<file path="config.mk">
export PLATFORM = sky130hd
export DESIGN_NAME = keyed_root_entry_table_core
export DESIGN_NICKNAME = d
export VERILOG_FILES = /design/src/design/kret_pkg.sv /design/src/design/kret_key_store.sv /design/src/design/kret_val_store.sv /design/src/design/kret_ctrl.sv /design/src/design/keyed_root_entry_table_core.sv
export SDC_FILE = /design/constraint.sdc
export NUM_CORES = 2
export LEC_CHECK = 0
export BUFFER_PORTS_ARGS = -buffer_cell sky130_fd_sc_hd__buf_2
export CAP_MARGIN = 20
export CORE_MARGIN = 5
export CORE_UTILIZATION = 61
export DETAILED_ROUTE_END_ITERATION = 8
export PLACE_DENSITY = 0.78
export SLEW_MARGIN = 20
export SYNTH_ARGS = -nofsm -noshare
export SYNTH_HDL_FRONTEND = slang
export SYNTH_SLANG_ARGS = --single-unit
</file>
<file path="constraint.sdc">
create_clock -name clk -period 8.6 [get_ports clk]
set_clock_uncertainty 0.1 [all_clocks]
set_input_delay 0.86 -clock clk [delete_from_list [all_inputs] [get_ports clk]]
set_output_delay 0.86 -clock clk [all_outputs]
set_load 0.02 [all_outputs]
</file>
<file path="src/design/kret_pkg.sv">
// Shared types and constants for the keyed root entry table.
package kret_pkg;

  localparam int ENTRIES_DEF    = 16;
  localparam int KEY_BYTES_DEF  = 8;
  localparam int DATA_BYTES_DEF = 8;
  localparam int WORD_W         = 64;
  localparam int LEN_W          = 4;
  localparam int STATUS_W       = 3;

  typedef enum logic [1:0] {
    FN_SET = 2'd0,
    FN_GET = 2'd1,
    FN_DEL = 2'd2,
    FN_NOP = 2'd3
  } func_t;

  typedef enum logic [STATUS_W-1:0] {
    ST_OK        = 3'd0,
    ST_BAD_KEY   = 3'd1,
    ST_BAD_SIZE  = 3'd2,
    ST_EXISTS    = 3'd3,
    ST_NOT_FOUND = 3'd4,
    ST_FULL      = 3'd5
  } status_t;

  typedef enum logic [2:0] {
    S_IDLE,
    S_SCAN,
    S_DRAIN,
    S_DECIDE,
    S_VREAD,
    S_VWAIT,
    S_RESP
  } state_t;

endpackage

</file>
<file path="src/design/kret_key_store.sv">
// Key memory with per-slot occupancy flags and a registered read port.
module kret_key_store import kret_pkg::*; #(
  parameter int ENTRIES = ENTRIES_DEF,
  parameter int KW      = 8 * KEY_BYTES_DEF,
  localparam int IW     = (ENTRIES > 1) ? $clog2(ENTRIES) : 1
) (
  input  logic          clk,
  input  logic          rst,
  input  logic          ren,
  input  logic [IW-1:0] raddr,
  output logic [KW-1:0] rdata,
  output logic          rocc,
  input  logic          we,
  input  logic          clr,
  input  logic [IW-1:0] waddr,
  input  logic [KW-1:0] wdata
);

  logic [KW-1:0] keys [ENTRIES];
  logic [ENTRIES-1:0] occ;

  always_ff @(posedge clk) begin
    if (we) begin
      keys[waddr] <= wdata;
    end
    if (ren) begin
      rdata <= keys[raddr];
    end
  end

  always_ff @(posedge clk) begin
    if (rst) begin
      occ  <= '0;
      rocc <= 1'b0;
    end else begin
      if (we) begin
        occ[waddr] <= 1'b1;
      end else if (clr) begin
        occ[waddr] <= 1'b0;
      end
      if (ren) begin
        rocc <= occ[raddr];
      end
    end
  end

endmodule

</file>
<file path="src/design/kret_val_store.sv">
// Data memory with per-slot written flags; unwritten slots read as zero.
module kret_val_store import kret_pkg::*; #(
  parameter int ENTRIES = ENTRIES_DEF,
  parameter int DW      = 8 * DATA_BYTES_DEF,
  localparam int IW     = (ENTRIES > 1) ? $clog2(ENTRIES) : 1
) (
  input  logic          clk,
  input  logic          rst,
  input  logic          ren,
  input  logic [IW-1:0] raddr,
  output logic [DW-1:0] rdata,
  input  logic          we,
  input  logic [IW-1:0] waddr,
  input  logic [DW-1:0] wdata
);

  logic [DW-1:0] vals [ENTRIES];
  logic [ENTRIES-1:0] written;
  logic [DW-1:0] mem_q;
  logic rd_ok;

  always_ff @(posedge clk) begin
    if (we) begin
      vals[waddr] <= wdata;
    end
    if (ren) begin
      mem_q <= vals[raddr];
    end
  end

  always_ff @(posedge clk) begin
    if (rst) begin
      written <= '0;
      rd_ok   <= 1'b0;
    end else begin
      if (we) begin
        written[waddr] <= 1'b1;
      end
      if (ren) begin
        rd_ok <= written[raddr];
      end
    end
  end

  assign rdata = rd_ok ? mem_q : '0;

endmodule

</file>
<file path="src/design/kret_ctrl.sv">
// Request sequencer: key check, slot scan through one comparator, value read or update.
module kret_ctrl import kret_pkg::*; #(
  parameter int ENTRIES    = ENTRIES_DEF,
  parameter int KEY_BYTES  = KEY_BYTES_DEF,
  parameter int DATA_BYTES = DATA_BYTES_DEF,
  localparam int IW        = (ENTRIES > 1) ? $clog2(ENTRIES) : 1,
  localparam int KW        = 8 * KEY_BYTES,
  localparam int DW        = 8 * DATA_BYTES
) (
  input  logic              clk,
  input  logic              rst,
  input  logic              in_valid,
  output logic              in_stall,
  input  logic [1:0]        func,
  input  logic [WORD_W-1:0] key_word,
  input  logic [LEN_W-1:0]  key_len,
  input  logic [WORD_W-1:0] write_data,
  input  logic [LEN_W-1:0]  byte_count,
  input  logic              create_only,
  output logic              out_valid,
  input  logic              out_stall,
  output status_t           res_status,
  output logic [DW-1:0]     res_data,
  output logic              key_ren,
  output logic [IW-1:0]     key_raddr,
  input  logic [KW-1:0]     key_rdata,
  input  logic              key_rocc,
  output logic              key_we,
  output logic              key_clr,
  output logic [IW-1:0]     key_waddr,
  output logic [KW-1:0]     key_wdata,
  output logic              val_ren,
  output logic [IW-1:0]     val_raddr,
  input  logic [DW-1:0]     val_rdata,
  output logic              val_we,
  output logic [IW-1:0]     val_waddr,
  output logic [DW-1:0]     val_wdata
);

  localparam logic [IW-1:0] LAST = IW'(ENTRIES - 1);

  state_t state, state_next;
  func_t fn_in;
  func_t fn;
  logic [IW-1:0] idx, ridx, fidx, fridx, tgt;
  logic rvld, found, freef, conly;
  logic [KW-1:0] key, eff;
  logic [DW-1:0] wd, mask, mask_in, res_rd;
  status_t st, pre_status;
  logic run, key_bad, size_bad, go_scan, accept, hit, slot_free;
  logic [7:0] kb;

  assign fn_in  = func_t'(func);
  assign accept = (state == S_IDLE) && in_valid;

  always_comb begin
    run = 1'b1;
    eff = '0;
    kb  = 8'd0;
    for (int i = 0; i < KEY_BYTES; i++) begin
      kb  = key_word[8*i +: 8];
      run = run && (kb != 8'd0) && (LEN_W'(i) < key_len);
      eff[8*i +: 8] = run ? kb : 8'd0;
    end
  end

  always_comb begin
    mask_in = '0;
    for (int i = 0; i < DATA_BYTES; i++) begin
      mask_in[8*i +: 8] = (LEN_W'(i) < byte_count) ? 8'hFF : 8'h00;
    end
  end

  assign key_bad  = (key_len == '0) || (key_len >= LEN_W'(KEY_BYTES)) || (eff == '0);
  assign size_bad = byte_count > LEN_W'(DATA_BYTES);

  always_comb begin
    pre_status = ST_OK;
    go_scan    = 1'b0;
    if (fn_in == FN_NOP) begin
      pre_status = ST_OK;
    end else if (key_bad) begin
      pre_status = ST_BAD_KEY;
    end else if ((fn_in == FN_SET) && size_bad) begin
      pre_status = ST_BAD_SIZE;
    end else begin
      go_scan = 1'b1;
    end
  end

  // shared comparator
  assign hit       = rvld && key_rocc && (key_rdata == key);
  assign slot_free = rvld && !key_rocc;

  always_comb begin
    state_next = state;
    case (state)
      S_IDLE: begin
        if (in_valid) begin
          state_next = go_scan ? S_SCAN : S_RESP;
        end
      end
      S_SCAN: begin
        if (idx == LAST) begin
          state_next = S_DRAIN;
        end
      end
      S_DRAIN: state_next = S_DECIDE;
      S_DECIDE: begin
        case (fn)
          FN_SET:  state_next = found ? (conly ? S_RESP : S_VREAD) : (freef ? S_VREAD : S_RESP);
          FN_GET:  state_next = found ? S_VREAD : S_RESP;
          default: state_next = S_RESP;
        endcase
      end
      S_VREAD: state_next = S_VWAIT;
      S_VWAIT: state_next = S_RESP;
      S_RESP: begin
        if (!out_valid || !out_stall) begin
          state_next = S_IDLE;
        end
      end
      default: state_next = S_IDLE;
    endcase
  end

  always_comb begin
    in_stall  = (state != S_IDLE);
    key_ren   = (state == S_SCAN);
    key_raddr = idx;
    key_we    = (state == S_DECIDE) && (fn == FN_SET) && !found && freef;
    key_clr   = (state == S_DECIDE) && (fn == FN_DEL) && found;
    key_waddr = found ? fidx : fridx;
    key_wdata = key;
    val_ren   = (state == S_VREAD);
    val_raddr = tgt;
    val_we    = (state == S_VWAIT) && (fn == FN_SET);
    val_waddr = tgt;
    val_wdata = (val_rdata & ~mask) | (wd & mask);
  end

  always_ff @(posedge clk) begin
    if (rst) begin
      state     <= S_IDLE;
      rvld      <= 1'b0;
      out_valid <= 1'b0;
    end else begin
      state <= state_next;
      rvld  <= key_ren;
      if ((state == S_RESP) && (!out_valid || !out_stall)) begin
        out_valid <= 1'b1;
      end else if (!out_stall) begin
        out_valid <= 1'b0;
      end
    end
  end

  always_ff @(posedge clk) begin
    ridx <= idx;
    if (accept) begin
      fn     <= fn_in;
      key    <= eff;
      wd     <= write_data[DW-1:0];
      mask   <= mask_in;
      conly  <= create_only;
      st     <= pre_status;
      res_rd <= '0;
      found  <= 1'b0;
      freef  <= 1'b0;
      idx    <= '0;
    end
    if ((state == S_SCAN) && (idx != LAST)) begin
      idx <= idx + 1'b1;
    end
    if (hit && !found) begin
      found <= 1'b1;
      fidx  <= ridx;
    end
    if (slot_free && !freef) begin
      freef <= 1'b1;
      fridx <= ridx;
    end
    if (state == S_DECIDE) begin
      tgt <= found ? fidx : fridx;
      case (fn)
        FN_SET:  st <= found ? (conly ? ST_EXISTS : ST_OK) : (freef ? ST_OK : ST_FULL);
        FN_GET:  st <= found ? ST_OK : ST_NOT_FOUND;
        FN_DEL:  st <= found ? ST_OK : ST_NOT_FOUND;
        default: st <= ST_OK;
      endcase
    end
    if ((state == S_VWAIT) && (fn == FN_GET)) begin
      res_rd <= val_rdata & mask;
    end
    if ((state == S_RESP) && (!out_valid || !out_stall)) begin
      res_status <= st;
      res_data   <= res_rd;
    end
  end

endmodule

</file>
<file path="src/design/keyed_root_entry_table_core.sv">
// Top level of the keyed root entry table: sequencer plus key and data stores.
//
//   channel  direction  handshake             beat
//   request  in         in_valid / in_stall   func, key_word, key_len, write_data,
//                                             byte_count, create_only
//   result   out        out_valid / out_stall status, read_data
//
// Invalid key, bad size and unused func skip the key scan and go straight to the result.
// Set, get, delete: one-slot-per-cycle key scan through the single comparator, then the
// registered memory read ports.
// One request at a time; in_stall is high from accept until the result is registered.
// A new request is taken while the previous result waits on out_stall.
// Reset clears all occupancy and written flags together; no clearing sweep.
module keyed_root_entry_table_core import kret_pkg::*; #(
  parameter int ENTRIES    = ENTRIES_DEF,
  parameter int KEY_BYTES  = KEY_BYTES_DEF,
  parameter int DATA_BYTES = DATA_BYTES_DEF
) (
  input  logic                clk,
  input  logic                rst,
  input  logic                in_valid,
  output logic                in_stall,
  input  logic [1:0]          func,
  input  logic [WORD_W-1:0]   key_word,
  input  logic [LEN_W-1:0]    key_len,
  input  logic [WORD_W-1:0]   write_data,
  input  logic [LEN_W-1:0]    byte_count,
  input  logic                create_only,
  output logic                out_valid,
  input  logic                out_stall,
  output logic [STATUS_W-1:0] status,
  output logic [WORD_W-1:0]   read_data
);

  localparam int IW = (ENTRIES > 1) ? $clog2(ENTRIES) : 1;
  localparam int KW = 8 * KEY_BYTES;
  localparam int DW = 8 * DATA_BYTES;

  status_t res_status;
  logic [DW-1:0] res_data;
  logic key_ren, key_rocc, key_we, key_clr;
  logic [IW-1:0] key_raddr, key_waddr;
  logic [KW-1:0] key_rdata, key_wdata;
  logic val_ren, val_we;
  logic [IW-1:0] val_raddr, val_waddr;
  logic [DW-1:0] val_rdata, val_wdata;

  kret_ctrl #(
    .ENTRIES(ENTRIES),
    .KEY_BYTES(KEY_BYTES),
    .DATA_BYTES(DATA_BYTES)
  ) u_ctrl (
    .clk(clk),
    .rst(rst),
    .in_valid(in_valid),
    .in_stall(in_stall),
    .func(func),
    .key_word(key_word),
    .key_len(key_len),
    .write_data(write_data),
    .byte_count(byte_count),
    .create_only(create_only),
    .out_valid(out_valid),
    .out_stall(out_stall),
    .res_status(res_status),
    .res_data(res_data),
    .key_ren(key_ren),
    .key_raddr(key_raddr),
    .key_rdata(key_rdata),
    .key_rocc(key_rocc),
    .key_we(key_we),
    .key_clr(key_clr),
    .key_waddr(key_waddr),
    .key_wdata(key_wdata),
    .val_ren(val_ren),
    .val_raddr(val_raddr),
    .val_rdata(val_rdata),
    .val_we(val_we),
    .val_waddr(val_waddr),
    .val_wdata(val_wdata)
  );

  kret_key_store #(
    .ENTRIES(ENTRIES),
    .KW(KW)
  ) u_keys (
    .clk(clk),
    .rst(rst),
    .ren(key_ren),
    .raddr(key_raddr),
    .rdata(key_rdata),
    .rocc(key_rocc),
    .we(key_we),
    .clr(key_clr),
    .waddr(key_waddr),
    .wdata(key_wdata)
  );

  kret_val_store #(
    .ENTRIES(ENTRIES),
    .DW(DW)
  ) u_vals (
    .clk(clk),
    .rst(rst),
    .ren(val_ren),
    .raddr(val_raddr),
    .rdata(val_rdata),
    .we(val_we),
    .waddr(val_waddr),
    .wdata(val_wdata)
  );

  assign status    = res_status;
  assign read_data = WORD_W'(res_data);

  a_busy_after_accept: assert property (@(posedge clk) disable iff (rst)
    in_valid && !in_stall |=> in_stall)
    else $error("block not busy after request accept");

  a_fail_no_data: assert property (@(posedge clk) disable iff (rst)
    out_valid && (res_status != ST_OK) |-> (read_data == '0))
    else $error("failed request returned data");

  a_key_wr_excl: assert property (@(posedge clk) disable iff (rst)
    !(key_we && key_clr))
    else $error("key claim and free in same cycle");

endmodule

</file>
==> impl_metrics.toml <==
[grt]
grt_pass1_wl_mm = 333
gr-total-overflow = 0
grt_start_max_net_pins = 134
grt_pass1_vias = 47600
grt_util_all_layers = 0.288
antenna_found_initial = 7

[setup_path]
slowest_delay_ns = 0.91
path_class = "reg2reg"
critical_path_required_ns = 8.94
critical_path_buf_inv_count = 3
critPathCaptureType = "flip-flop"
worstPathCellList = "buf_4 > inv_1 > or2_2 > nor2_4 > buf_4"
cpMaxStageDelayCell = "edfxtp_1"
cp_top_family = "buffers and inverters"
crit_arrival_ns = 4.81
start_kind = "flip-flop"
cp_common_cell = "buf_4"
crit_fanout = 54

[logic_synthesis]
ys_ff_latch = 2510
synth_cell_types = 50
avgSynthCellArea_um2 = 23.3
synthArstFlopShare = 0
synth-edff-count = 2465
synthCells = 4039
syn_area_um2 = 94300
synth_warnings = 0
ys_seq_area_frac = 0.795
syn-num-nets = 4187
synth_ff_type = "edfxtp_1"

[timing]
setup_ws_ns = 4.13
timing.hold.ws_ns = 0.0912
drv_slew = 0
min_period_ns = 4.47
fin_setup_tns_ns = 0
finalSetupViolations = 0
fmax_mhz = 224
rsz0062_at_grt = "false"
relSlewSlack = 0.225
worstMarginPinSlew_ns = 1.16
fin_crit_sh = 0.520
finalHoldViolCount = 0

[layout]
fin_nets = 4582
nFillCells = 8781
final_common_cell = "edfxtp_1"
mostFrequentLayoutCells = "edfxtp_1 (2465), mux4_2 (649), clkbuf_16 (232)"
drive_above_1_share = 0.298
syn_to_final_growth_pct = 12.1
final_util = 0.687
finalInstanceArea_um2 = 106000

[die]
die_w_um = 403
io_pins = 212
core_area_um2 = 154000
die_y_um = 403
rows = 144
initial_core_util = 0.613
die_area_um2 = 162000

[drt]
post_drt_wl_per_cell_um = 34.7
wirelength_mm = 232
dr.pass1.iters = 5
drt_iter0_markers = 6619
num_vias = 45400
drt-vias-per-instance = 6.80
drcViolationCount = 0
detail-route-antenna-nets = 0

[clock_tree]
clock_latency_ns = 0.84
clk_path_buf_depth = 3
clk_pin_slew_ns = 0.07
cts.repair.resized = 0
htreeDepth = 4
cts.sinks = 2510
post_cts_buffers = 0
root_buffer = "clkbuf_16"
cts_buffers = 228
cts_hold_buffers = 0
cts_tree = "done"

[flow_run]
maxCapViolCount = 0

[power]
p_per_area_nw_per_um2 = 270
peakVddDrop_uv = 226
p_leak_uw = 0.0334

[min_path]
min_path_type = "in2reg"

[place]
place.gp.congestion = 0.773
post-place-ws_ns = 4.10
hpwl_mm = 109
io_buffers = 211
place_area_um2 = 98100

[run_status]
status = "finished, final reports clean"
synth_stat cells (5+ instances only):
cell      count  area share
nor4_1       26      0.0017
dfxtp_1      45      0.0096
a31oi_1       6     0.00040
nor2b_1      11     0.00073
mux2i_1       6     0.00064
nand3_1       8     0.00042
clkbuf_1     85      0.0034
mux4_2      649        0.16
a21oi_1      38      0.0020
buf_4        21      0.0017
and2_1       32      0.0021
nor3_1       15     0.00080
buf_1        20     0.00080
xor2_1       24      0.0022
inv_1        27      0.0011
and3_1       26      0.0017
buf_2        19      0.0010
nand2b_1     14     0.00093
o21ai_0      83      0.0044
edfxtp_1   2465        0.79
nor2_1      112      0.0045
xnor2_1      38      0.0035
nand2_1     179      0.0071
nand4_1      17      0.0011
buf_6        32      0.0038
ha_1          5     0.00066
layout make-up:
| type | count | area (µm²) | share of cell area |
|---|---|---|---|
| Timing Repair Buffer | 342 | 2150 | 0.0203 |
| Inverter | 27 | 149 | 0.00141 |
| Clock inverter | 145 | 1490 | 0.0141 |
| Sequential cell | 2510 | 74900 | 0.709 |
| Clock buffer | 279 | 6020 | 0.0570 |
| Multi-Input combinational cell | 1325 | 18400 | 0.174 |
| Antenna cell | 3 | 7.51 | 0.0000710 |
| Tap cell | 2044 | 2560 | 0.0242 |
sequential cells by signal, summed over array words and instances (netlist names), 4 cells and up, named ones only:
name              flops
u_ctrl.key_wdata     64
u_vals.vals        1024
u_ctrl.fridx          4
u_ctrl.ridx           4
u_ctrl.res_data      64
u_ctrl.mask           8
u_vals.mem_q         64
u_ctrl.fidx           4
u_vals.written       16
u_ctrl.res_rd        64
u_ctrl.key_raddr      4
u_ctrl.val_raddr      4
u_keys.keys        1024
u_keys.rdata         64
u_ctrl.wd            64
worst register-to-register path, cell delays in order, from the launching register on:
cell,delay [ns]
edfxtp_1,0.91
buf_4,0.77
inv_1,0.23
or2_2,0.45
nor2_4,0.75
buf_4,0.84
worst paths after layout:
check        slack, ns           startpoint  cells past startpoint                   to
min reg2reg       0.32    u_ctrl.res_rd[39]                      0  u_ctrl.res_data[39]
max reg2reg       4.13  u_ctrl.val_raddr[1]                      5   u_vals.vals[7][48]
min               0.09       write_data[35]                      1        u_ctrl.wd[35]
max               4.13  u_ctrl.val_raddr[1]                      5   u_vals.vals[7][48]
stage by stage:
stage / power, µW / instances
2_1_floorplan: 17400 / 4039
3_3_place_gp: 18300 / 6244
3_5_place_dp: 18400 / 6245
4_1_cts: 28600 / 6669
5_1_grt: 29400 / 6672
6_report: 28500 / 6675
report_power, final:
group          switching [µW]  internal (µW)  total, µW
clock                    4440           5810      10300
combinational            1850           1540       3390
sequential                466          14400      14900
total                    6760          21700      28500
metal layers:
metal / share of wire / global-route usage / vias up
met3: 0.11 / 0.0706 / 551
met4: 0.046 / 0.122 / 6
li1: - / - / 17800
met5: 0.00016 / 0 / -
met1: 0.34 / 0.371 / 23600
met2: 0.51 / 0.480 / 3425
logic make-up after synthesis:
kind of cell / synth area share
buf+inv: 0.0118
compound gates: 0.00826
fa+ha+maj: 0.000664
flops: 0.795
simple gates: 0.0229
xor+xnor: 0.00576
mux: 0.156
No activity file was read; power rests on OpenSTA's default activity.
